**config.mk**
```make
export PLATFORM = sky130hd
export DESIGN_NAME = hdlc_keepalive_link_monitor
export DESIGN_NICKNAME = d
export VERILOG_FILES = /design/src/hdl/hkm_pkg.sv /design/src/hdl/hkm_front.sv /design/src/hdl/hkm_queue.sv /design/src/hdl/hkm_back.sv /design/src/hdl/hdlc_keepalive_link_monitor.sv
export SDC_FILE = /design/constraint.sdc
export NUM_CORES = 1
export LEC_CHECK = 0
export BUFFER_PORTS_ARGS = -buffer_cell sky130_fd_sc_hd__buf_2
export CORE_MARGIN = 2
export CORE_UTILIZATION = 50
export CTS_CLUSTER_SIZE = 25
export DETAILED_ROUTE_END_ITERATION = 7
export PLACE_DENSITY = 0.83
export SYNTH_ARGS = -nofsm -noshare
export SYNTH_HDL_FRONTEND = slang
export SYNTH_SLANG_ARGS = --single-unit
```
**constraint.sdc**
```tcl
create_clock -name clk -period 6.7 [get_ports clk]
set_input_delay 1.005 -clock clk [delete_from_list [all_inputs] [get_ports clk]]
set_output_delay 1.005 -clock clk [all_outputs]
set_load 0.05 [all_outputs]
```
**src/hdl/hkm_pkg.sv**
```systemverilog
// Shared types and constants for the HDLC keepalive link monitor.
package hkm_pkg;

  localparam int HDR_LEN       = 4;
  localparam int CFG_INDEX_W   = 3;
  localparam int IN_TDATA_W    = 136;
  localparam int OUT_TDATA_W   = 136;

  localparam logic [7:0]  ADDR_MCAST      = 8'h8F;
  localparam logic [7:0]  ADDR_UCAST      = 8'h0F;
  localparam logic [15:0] PROTO_KEEPALIVE = 16'h8035;
  localparam logic [15:0] PROTO_SYSINFO   = 16'h2000;
  localparam logic [15:0] PROTO_IPV4      = 16'h0800;
  localparam logic [15:0] PROTO_IPX       = 16'h8137;
  localparam logic [15:0] PROTO_IPV6      = 16'h86DD;
  localparam logic [15:0] AGE_MAX         = 16'hFFFF;
  localparam logic [31:0] MS_PER_SEC      = 32'd1000;

  localparam logic [31:0] KA_ADDR_REQUEST = 32'd0;
  localparam logic [31:0] KA_ADDR_REPLY   = 32'd1;
  localparam logic [31:0] KA_REQUEST      = 32'd2;

  localparam logic [2:0] VERDICT_DELIVER  = 3'd0;
  localparam logic [2:0] VERDICT_CONSUMED = 3'd1;
  localparam logic [2:0] VERDICT_DROP     = 3'd2;
  localparam logic [2:0] VERDICT_ERROR    = 3'd3;
  localparam logic [2:0] VERDICT_TICK     = 3'd4;

  localparam logic [1:0] SEND_ADDR_REPLY  = 2'd1;
  localparam logic [1:0] SEND_REQUEST     = 2'd2;

  localparam logic [CFG_INDEX_W-1:0] REG_POLL_INTERVAL = 3'd0;
  localparam logic [CFG_INDEX_W-1:0] REG_LINK_TIMEOUT  = 3'd1;
  localparam logic [CFG_INDEX_W-1:0] REG_LOCAL_ADDRESS = 3'd2;
  localparam logic [CFG_INDEX_W-1:0] REG_LOCAL_MASK    = 3'd3;
  localparam logic [CFG_INDEX_W-1:0] REG_ADDRESS_KNOWN = 3'd4;

  typedef enum logic [2:0] {
    OP_TICK,
    OP_DELIVER,
    OP_CONSUME,
    OP_DROP,
    OP_ERROR,
    OP_ADDR_REQ,
    OP_KEEPALIVE
  } op_t;

  typedef struct packed {
    op_t         op;
    logic [31:0] ka_first;
    logic [31:0] ka_second;
  } cmd_t;

  typedef struct packed {
    logic [2:0]  verdict;
    logic        send_valid;
    logic [1:0]  send_type;
    logic [31:0] send_first;
    logic [31:0] send_second;
    logic [31:0] send_time_ms;
    logic        link_is_up;
    logic [31:0] error_total;
  } result_t;

endpackage

```
**src/hdl/hkm_front.sv**
```systemverilog
// Front end: classifies each incoming tick or frame header into a command.
module hkm_front #(
  parameter int SHORT_BODY_LEN = 14,
  parameter int LONG_BODY_LEN  = 18
) (
  input  logic          kind,
  input  logic [11:0]   frame_length,
  input  logic [7:0]    address_byte,
  input  logic [15:0]   frame_protocol,
  input  logic [31:0]   ka_type,
  input  logic [31:0]   ka_first,
  input  logic [31:0]   ka_second,
  output hkm_pkg::cmd_t cmd
);
  import hkm_pkg::*;

  localparam logic [11:0] SHORT_FRAME = 12'(HDR_LEN + SHORT_BODY_LEN);
  localparam logic [11:0] LONG_FRAME  = 12'(HDR_LEN + LONG_BODY_LEN);
  localparam logic [11:0] MIN_FRAME   = 12'(HDR_LEN);

  logic bad_header;
  logic data_proto;
  logic bad_ka_length;

  assign bad_header = (frame_length < MIN_FRAME) ||
                      ((address_byte != ADDR_MCAST) && (address_byte != ADDR_UCAST));
  assign data_proto = (frame_protocol == PROTO_IPV4) || (frame_protocol == PROTO_IPX) ||
                      (frame_protocol == PROTO_IPV6);
  assign bad_ka_length = (frame_length != SHORT_FRAME) && (frame_length != LONG_FRAME);

  always_comb begin
    cmd.ka_first  = ka_first;
    cmd.ka_second = ka_second;
    priority if (!kind) begin
      cmd.op = OP_TICK;
    end else if (bad_header) begin
      cmd.op = OP_ERROR;
    end else if (data_proto) begin
      cmd.op = OP_DELIVER;
    end else if (frame_protocol == PROTO_SYSINFO) begin
      cmd.op = OP_CONSUME;
    end else if (frame_protocol != PROTO_KEEPALIVE) begin
      cmd.op = OP_DROP;
    end else if (bad_ka_length) begin
      cmd.op = OP_ERROR;
    end else if (ka_type == KA_ADDR_REQUEST) begin
      cmd.op = OP_ADDR_REQ;
    end else if (ka_type == KA_ADDR_REPLY) begin
      cmd.op = OP_ERROR;
    end else if (ka_type == KA_REQUEST) begin
      cmd.op = OP_KEEPALIVE;
    end else begin
      cmd.op = OP_DROP;
    end
  end

endmodule

```
**src/hdl/hkm_queue.sv**
```systemverilog
// Two-entry command queue between the front end and the back end.
module hkm_queue (
  input  logic          clk,
  input  logic          rst,
  input  logic          push,
  input  hkm_pkg::cmd_t push_cmd,
  output logic          not_full,
  input  logic          pop,
  output logic          not_empty,
  output hkm_pkg::cmd_t head
);
  import hkm_pkg::*;

  cmd_t       entries [2];
  logic       wr_ptr;
  logic       rd_ptr;
  logic [1:0] count;
  logic       do_push;
  logic       do_pop;

  assign not_full  = (count != 2'd2);
  assign not_empty = (count != 2'd0);
  assign head      = entries[rd_ptr];
  assign do_push   = push && not_full;
  assign do_pop    = pop && not_empty;

  always_ff @(posedge clk) begin
    if (do_push) begin
      entries[wr_ptr] <= push_cmd;
    end
    if (rst) begin
      wr_ptr <= 1'b0;
      rd_ptr <= 1'b0;
      count  <= 2'd0;
    end else begin
      if (do_push) begin
        wr_ptr <= ~wr_ptr;
      end
      if (do_pop) begin
        rd_ptr <= ~rd_ptr;
      end
      unique case ({do_push, do_pop})
        2'b10:   count <= count + 2'd1;
        2'b01:   count <= count - 2'd1;
        default: count <= count;
      endcase
    end
  end

endmodule

```
**src/hdl/hkm_back.sv**
```systemverilog
// Back end: configuration registers, protocol state and the result register.
module hkm_back (
  input  logic                           clk,
  input  logic                           rst,
  input  logic                           cfg_valid,
  output logic                           cfg_ready,
  input  logic [hkm_pkg::CFG_INDEX_W-1:0] cfg_index,
  input  logic [31:0]                    cfg_data,
  input  logic                           cmd_valid,
  input  hkm_pkg::cmd_t                  cmd,
  output logic                           cmd_pop,
  output logic                           res_valid,
  input  logic                           res_ready,
  output hkm_pkg::result_t               res
);
  import hkm_pkg::*;

  logic [7:0]  poll_interval;
  logic [7:0]  link_timeout;
  logic [31:0] local_address;
  logic [31:0] local_mask;
  logic        address_known;

  logic        link_up,         link_up_next;
  logic        request_pending, request_pending_next;
  logic [31:0] tx_sequence,     tx_sequence_next;
  logic [31:0] rx_sequence,     rx_sequence_next;
  logic [15:0] reply_age,       reply_age_next;
  logic [7:0]  poll_countdown,  poll_countdown_next;
  logic [31:0] uptime_seconds,  uptime_seconds_next;
  logic [31:0] uptime_ms,       uptime_ms_next;
  logic [31:0] error_count,     error_count_next;
  result_t     res_next;
  logic        take;

  assign cfg_ready = 1'b1;
  assign take      = cmd_valid && (!res_valid || res_ready);
  assign cmd_pop   = take;

  always_comb begin
    link_up_next         = link_up;
    request_pending_next = request_pending;
    tx_sequence_next     = tx_sequence;
    rx_sequence_next     = rx_sequence;
    reply_age_next       = reply_age;
    poll_countdown_next  = poll_countdown;
    uptime_seconds_next  = uptime_seconds;
    uptime_ms_next       = uptime_ms;
    error_count_next     = error_count;
    res_next             = '0;
    unique case (cmd.op)
      OP_TICK: begin
        res_next.verdict    = VERDICT_TICK;
        uptime_seconds_next = uptime_seconds + 32'd1;
        uptime_ms_next      = uptime_ms + MS_PER_SEC;
        if (reply_age != AGE_MAX) begin
          reply_age_next = reply_age + 16'd1;
        end
        if (poll_countdown <= 8'd1) begin
          if (link_up && (reply_age_next > {8'd0, link_timeout})) begin
            link_up_next = 1'b0;
          end
          tx_sequence_next      = tx_sequence + 32'd1;
          res_next.send_valid   = 1'b1;
          res_next.send_type    = SEND_REQUEST;
          res_next.send_first   = tx_sequence_next;
          res_next.send_second  = rx_sequence;
          res_next.send_time_ms = uptime_ms_next;
          request_pending_next  = 1'b1;
          poll_countdown_next   = poll_interval;
        end else begin
          poll_countdown_next = poll_countdown - 8'd1;
        end
      end
      OP_DELIVER: res_next.verdict = VERDICT_DELIVER;
      OP_CONSUME: res_next.verdict = VERDICT_CONSUMED;
      OP_DROP:    res_next.verdict = VERDICT_DROP;
      OP_ERROR: begin
        res_next.verdict = VERDICT_ERROR;
        error_count_next = error_count + 32'd1;
      end
      OP_ADDR_REQ: begin
        res_next.verdict = VERDICT_CONSUMED;
        if (address_known) begin
          res_next.send_valid   = 1'b1;
          res_next.send_type    = SEND_ADDR_REPLY;
          res_next.send_first   = local_address;
          res_next.send_second  = local_mask;
          res_next.send_time_ms = uptime_ms;
        end
      end
      OP_KEEPALIVE: begin
        res_next.verdict = VERDICT_CONSUMED;
        rx_sequence_next = cmd.ka_first;
        if (request_pending && (cmd.ka_second == tx_sequence)) begin
          reply_age_next = 16'd0;
          link_up_next   = 1'b1;
        end
      end
      default: res_next.verdict = VERDICT_DROP;
    endcase
    res_next.link_is_up  = link_up_next;
    res_next.error_total = error_count_next;
  end

  always_ff @(posedge clk) begin
    if (take) begin
      res <= res_next;
    end
    if (rst) begin
      poll_interval   <= 8'd10;
      link_timeout    <= 8'd25;
      local_address   <= 32'd0;
      local_mask      <= 32'hFFFF_FFFF;
      address_known   <= 1'b0;
      link_up         <= 1'b0;
      request_pending <= 1'b0;
      tx_sequence     <= 32'd0;
      rx_sequence     <= 32'd0;
      reply_age       <= 16'd0;
      poll_countdown  <= 8'd1;
      uptime_seconds  <= 32'd0;
      uptime_ms       <= 32'd0;
      error_count     <= 32'd0;
      res_valid       <= 1'b0;
    end else begin
      if (cfg_valid) begin
        unique case (cfg_index)
          REG_POLL_INTERVAL: poll_interval <= cfg_data[7:0];
          REG_LINK_TIMEOUT:  link_timeout  <= cfg_data[7:0];
          REG_LOCAL_ADDRESS: local_address <= cfg_data;
          REG_LOCAL_MASK:    local_mask    <= cfg_data;
          REG_ADDRESS_KNOWN: address_known <= cfg_data[0];
          default: ;
        endcase
      end
      if (take) begin
        link_up         <= link_up_next;
        request_pending <= request_pending_next;
        tx_sequence     <= tx_sequence_next;
        rx_sequence     <= rx_sequence_next;
        reply_age       <= reply_age_next;
        poll_countdown  <= poll_countdown_next;
        uptime_seconds  <= uptime_seconds_next;
        uptime_ms       <= uptime_ms_next;
        error_count     <= error_count_next;
        res_valid       <= 1'b1;
      end else if (res_ready) begin
        res_valid <= 1'b0;
      end
    end
  end

endmodule

```
**src/hdl/hdlc_keepalive_link_monitor.sv**
```systemverilog
// Top level of the HDLC keepalive link monitor.
//
// The slave stream carries one-second ticks and decoded received frame
// headers; each request yields exactly one result on the master stream,
// giving the frame's verdict, any keepalive or address reply to transmit,
// the link state and the running receive error count.
// The configuration channel writes the poll interval, link timeout, local
// address, mask and address-known flag; it is always ready.
// A request is classified at the input, passes a two-entry queue and is
// executed by the state update, whose result register feeds the master
// stream. An accepted request is registered in a queue entry and then in
// the result register, and one request per cycle is sustained while the
// receiver is ready.
// When the receiver stalls, the result is held, the queue fills and the
// slave side stops taking requests once both entries are occupied.
// Reset empties the queue, restores the register defaults and starts the
// protocol afresh with the first keepalive request after one tick.
module hdlc_keepalive_link_monitor #(
  parameter int SHORT_BODY_LEN = 14,
  parameter int LONG_BODY_LEN  = 18
) (
  input  logic                             clk,
  input  logic                             rst,
  input  logic                             s_axis_tvalid,
  output logic                             s_axis_tready,
  // frame_length, address_byte, frame_protocol, ka_type, ka_first, ka_second
  input  logic [hkm_pkg::IN_TDATA_W-1:0]   s_axis_tdata,
  // kind
  input  logic                             s_axis_tuser,
  output logic                             m_axis_tvalid,
  input  logic                             m_axis_tready,
  // send_valid, send_type, send_first, send_second, send_time_ms,
  // link_is_up, error_total
  output logic [hkm_pkg::OUT_TDATA_W-1:0]  m_axis_tdata,
  // verdict
  output logic [2:0]                       m_axis_tuser,
  input  logic                             cfg_valid,
  output logic                             cfg_ready,
  input  logic [hkm_pkg::CFG_INDEX_W-1:0]  cfg_index,
  input  logic [31:0]                      cfg_data
);
  import hkm_pkg::*;

  cmd_t    front_cmd;
  cmd_t    head_cmd;
  logic    q_not_full;
  logic    q_not_empty;
  logic    q_pop;
  result_t res;

  assign s_axis_tready = q_not_full;

  hkm_front #(
    .SHORT_BODY_LEN (SHORT_BODY_LEN),
    .LONG_BODY_LEN  (LONG_BODY_LEN)
  ) u_front (
    .kind           (s_axis_tuser),
    .frame_length   (s_axis_tdata[11:0]),
    .address_byte   (s_axis_tdata[19:12]),
    .frame_protocol (s_axis_tdata[35:20]),
    .ka_type        (s_axis_tdata[67:36]),
    .ka_first       (s_axis_tdata[99:68]),
    .ka_second      (s_axis_tdata[131:100]),
    .cmd            (front_cmd)
  );

  hkm_queue u_queue (
    .clk       (clk),
    .rst       (rst),
    .push      (s_axis_tvalid),
    .push_cmd  (front_cmd),
    .not_full  (q_not_full),
    .pop       (q_pop),
    .not_empty (q_not_empty),
    .head      (head_cmd)
  );

  hkm_back u_back (
    .clk       (clk),
    .rst       (rst),
    .cfg_valid (cfg_valid),
    .cfg_ready (cfg_ready),
    .cfg_index (cfg_index),
    .cfg_data  (cfg_data),
    .cmd_valid (q_not_empty),
    .cmd       (head_cmd),
    .cmd_pop   (q_pop),
    .res_valid (m_axis_tvalid),
    .res_ready (m_axis_tready),
    .res       (res)
  );

  assign m_axis_tuser = res.verdict;
  assign m_axis_tdata = {4'd0, res.error_total, res.link_is_up, res.send_time_ms,
                         res.send_second, res.send_first, res.send_type, res.send_valid};

  a_push_fills_queue: assert property (@(posedge clk) disable iff (rst)
    (s_axis_tvalid && s_axis_tready) |=> q_not_empty)
    else $error("accepted request did not reach the queue");

  a_send_only_on_tick_or_consume: assert property (@(posedge clk) disable iff (rst)
    (m_axis_tvalid && m_axis_tdata[0]) |->
      ((m_axis_tuser == VERDICT_TICK) || (m_axis_tuser == VERDICT_CONSUMED)))
    else $error("transmit flagged on a result that cannot send");

  a_send_type_matches: assert property (@(posedge clk) disable iff (rst)
    (m_axis_tvalid && m_axis_tdata[0] && (m_axis_tdata[2:1] == SEND_REQUEST)) |->
      (m_axis_tuser == VERDICT_TICK))
    else $error("keepalive request sent outside a tick");

endmodule

```
==> out/metrics.cfg <==
[sta]
rsz0062_at_grt = false
drv_slew = 0
slew_headroom_pct = 11.22
max_freq_mhz = 263.2
fin_setup_tns_ns = 0
setup_viol = 0
setup_ws_ns = 2.900
hold_violations = 0
fin_skew_ns = 0.03525
min_period_over_period_pct = 56.72
hold_ws_ns = 0.4542
period_needed_ns = 3.800
worst_pin_slew_ns = 1.332

[clock_network]
cts.path.max_buffers = 3
path_clk_slew_ns = 0.06
cts_sinks = 504
htreeDepth = 2
cts-hold-fix-buffers = 0
cts_tree = yes
cts-root-buf = clkbuf_16
cts_made_buffers = 53
cts_resized = 0
post-cts-setup-buffers = 0
clock_latency_ns = 0.61

[route]
via_per_inst = 5.734
wl_met3_um = 3825
wl_per_cell_um = 19.55
ant_nets = 0
drtIter0Drc = 1457
firstDrtPassIters = 6
wirelength_um = 57980
wl_met2_um = 29080
wl_met1_um = 22910
num_vias = 17008
maxUsedRoutingLayer = met5
drc = 0

[placement]
dpl.cell_count = 2864
port_buffers = 305
gp_congestion = 0.9287
hpwl_um = 38830
dp_slack_ns = 2.554
place_area_sq_um = 23750

[worst_setup_path]
cp.arrival_ns = 4.27
ff2ff_path_depth = 12
critPathKind = flop to flop
endpoint_kind = flop
cp_max_fo = 10
cpPeakStageDelay_ns = 0.52
path_buf_inv = 1
slowest_stage = nor4_1
r2r-start = u_back.reply_age[0]
worst-r2r-setup-slack_ns = 2.90
critPathRequiredTime_ns = 7.17
path_cells = ha_1 > nand4_1 > nor4_1 > buf_4 > mux2_2 > ha_1 > and4b_1 > a211o_1 > a21oi_1 > a31oi_1 > nor4_1 > o22a_1
path_delay_family = simple AND/OR/NAND/NOR gates
start_kind = flop
r2r_end = u_back.res[32]

[power_and_ir_drop]
clockPowerShare_pct = 30.3
leakage_nw = 9.316
swShare_pct = 36.80
switching_power_mw = 3.719
cellPowerDensity_nw_per_um2 = 395.0
pwr-share-seq_pct = 41.4
power_mw = 10.11
worst_ir_drop_vdd_v = 0.0003531
pwr-share-comb_pct = 28.3
p_int_mw = 6.387

[grt]
grt_max_degree = 107
gr-total-overflow = 0
antenna_found_initial = 4
globalRouteTotalUtil_pct = 25.21
grt_pass1_vias = 16506
grt_pass1_wl_um = 88100

[synth]
yosysWarnings = 0
ys_ff_latch = 504
synth-edff-count = 266
netlist_area_sq_um = 21870
async_flop_share_pct = 0
yosysSeqAreaShare_pct = 58.31
avgSynthCellArea_sq_um = 10.45
ys.flop_type = edfxtp_1
syn_inst = 2092
synth_cell_types = 73

[floorplanning]
rows = 76
dieHeight_um = 213.1
ioPinCount = 319
core_area_sq_um = 43080
initial_core_util_pct = 50.77
die-area_sq_um = 45430
fp.dieW_um = 213.1

[run]
maxCapViolCount = 0

[final_layout]
final_cells = 2966
finalCoreUtilization_pct = 59.39
final_cell_mix = buf_2 (304), nand2_1 (293), edfxtp_1 (266)
final_area_sq_um = 25580
final_common_cell = buf_2
synthToLayoutAreaGrowth_pct = 16.99
final_nets = 2526
layout-drive-gt1-share_pct = 18.42

[status]
status = finished clean

[worst_hold_path]
holdCritPathClass = flop to flop
hold_end = u_back.local_address[1]
min_path_cells = 2
hp-start = u_back.local_address[1]

-- kinds of logic after synthesis --
| group | synth area share (%) |
|---|---|
| xor+xnor | 6.728 |
| fa+ha+maj | 0.8582 |
| other cells | 0.03434 |
| simple gates | 17.53 |
| compound gates | 10.15 |
| buf+inv | 3.215 |
| flops | 58.31 |
| mux | 3.175 |
-- per-layer routing --
layer | vias up | track usage, %
met5 | - | 0
met4 | 2 | 11.11
met3 | 136 | 4.207
met2 | 754 | 44.24
met1 | 8160 | 30.51
li1 | 7956 | -
-- synth_stat cells, types with 4 or more instances --
master       n  area share (%)
o21ai_0    100             2.3
xnor2_1     98             3.9
nand2b_1     6            0.17
and4_1       9            0.36
nor3_1      43            0.98
xor2_1      70             2.8
edfxtp_1   266              37
buf_1       13            0.22
o211ai_1     4            0.14
ha_1        15            0.86
and2_1       9            0.26
a21o_1      11            0.38
buf_4       10            0.34
and3_1      14            0.40
o31ai_1     13            0.45
a21oi_1     96             2.2
or4_1        8            0.27
nand4_1     51             1.5
a31oi_1      8            0.23
nor2b_1      6            0.17
nor4_1      30            0.86
nand3b_1     4            0.14
or3_1       31            0.89
a211oi_1    37             1.3
buf_2       16            0.37
inv_1       29            0.50
nand3_1     88             2.0
dfxtp_1    238              22
nor2_1     195             3.3
nand2_1    294             5.0
o22ai_1      7            0.20
clkbuf_1   102             1.8
mux2i_1     66             3.0
o41ai_1      5            0.20
o2bb2ai_1    5            0.20
or2_2        7            0.20
a22o_1      37             1.5
-- worst max-delay path by stage --
stage / start / endpoint / slack (ns) / cells after the start
after floorplan: m_axis_tready / u_queue.count[1] / 0.28 / 7
after global placement: m_axis_tready / u_back.link_up / 2.64 / 8
after detailed placement: m_axis_tready / u_back.link_up / 2.55 / 8
after CTS: u_back.reply_age[0] / u_back.res[32] / 2.93 / 12
after global routing: u_back.reply_age[0] / u_back.res[32] / 2.67 / 12
final: u_back.reply_age[0] / u_back.res[32] / 2.90 / 12
-- cell type report --
type / instances / area, sq um
Antenna cell: 3 / 7.507
Timing Repair Buffer: 322 / 1660
Inverter: 31 / 121.4
Clock buffer: 73 / 1509
Tap cell: 585 / 732.0
Fill cell: 3456 / 17490
Multi-Input combinational cell: 1422 / 8478
Sequential cell: 504 / 12760
Clock inverter: 26 / 319.1
-- state kept, by name, summed over array words and instances, names as in the netlist, 2 cells and up, named ones only --
| register | count |
|---|---|
| u_back.uptime_ms | 29 |
| u_back.error_count | 32 |
| u_back.link_timeout | 8 |
| u_back.tx_sequence | 32 |
| u_back.local_address | 32 |
| u_queue.entries | 134 |
| u_back.poll_countdown | 8 |
| u_queue.count | 2 |
| u_back.res | 132 |
| u_back.poll_interval | 8 |
| u_back.reply_age | 16 |
| u_back.rx_sequence | 32 |
| u_back.local_mask | 32 |
-- worst register-to-register path, delay by kind of cell, from the launching register on --
| kind | cells | cell delay (ns) |
|---|---|---|
| compound gates | 4 | 0.67 |
| mux | 1 | 0.37 |
| fa+ha+maj | 2 | 0.62 |
| buf+inv | 1 | 0.27 |
| simple gates | 4 | 1.29 |
| flops | 1 | 0.44 |
-- power groups by stage --
stage	logic (mW)	registers, mW	clock network, mW
6_report	2.86	4.18	3.06
5_1_grt	3.03	4.23	3.24
4_1_cts	2.88	4.18	3.11
3_5_place_dp	2.87	4.24	0
3_3_place_gp	2.81	4.23	0
2_1_floorplan	1.06	5.29	0
Power figures use the tool's default switching activity.
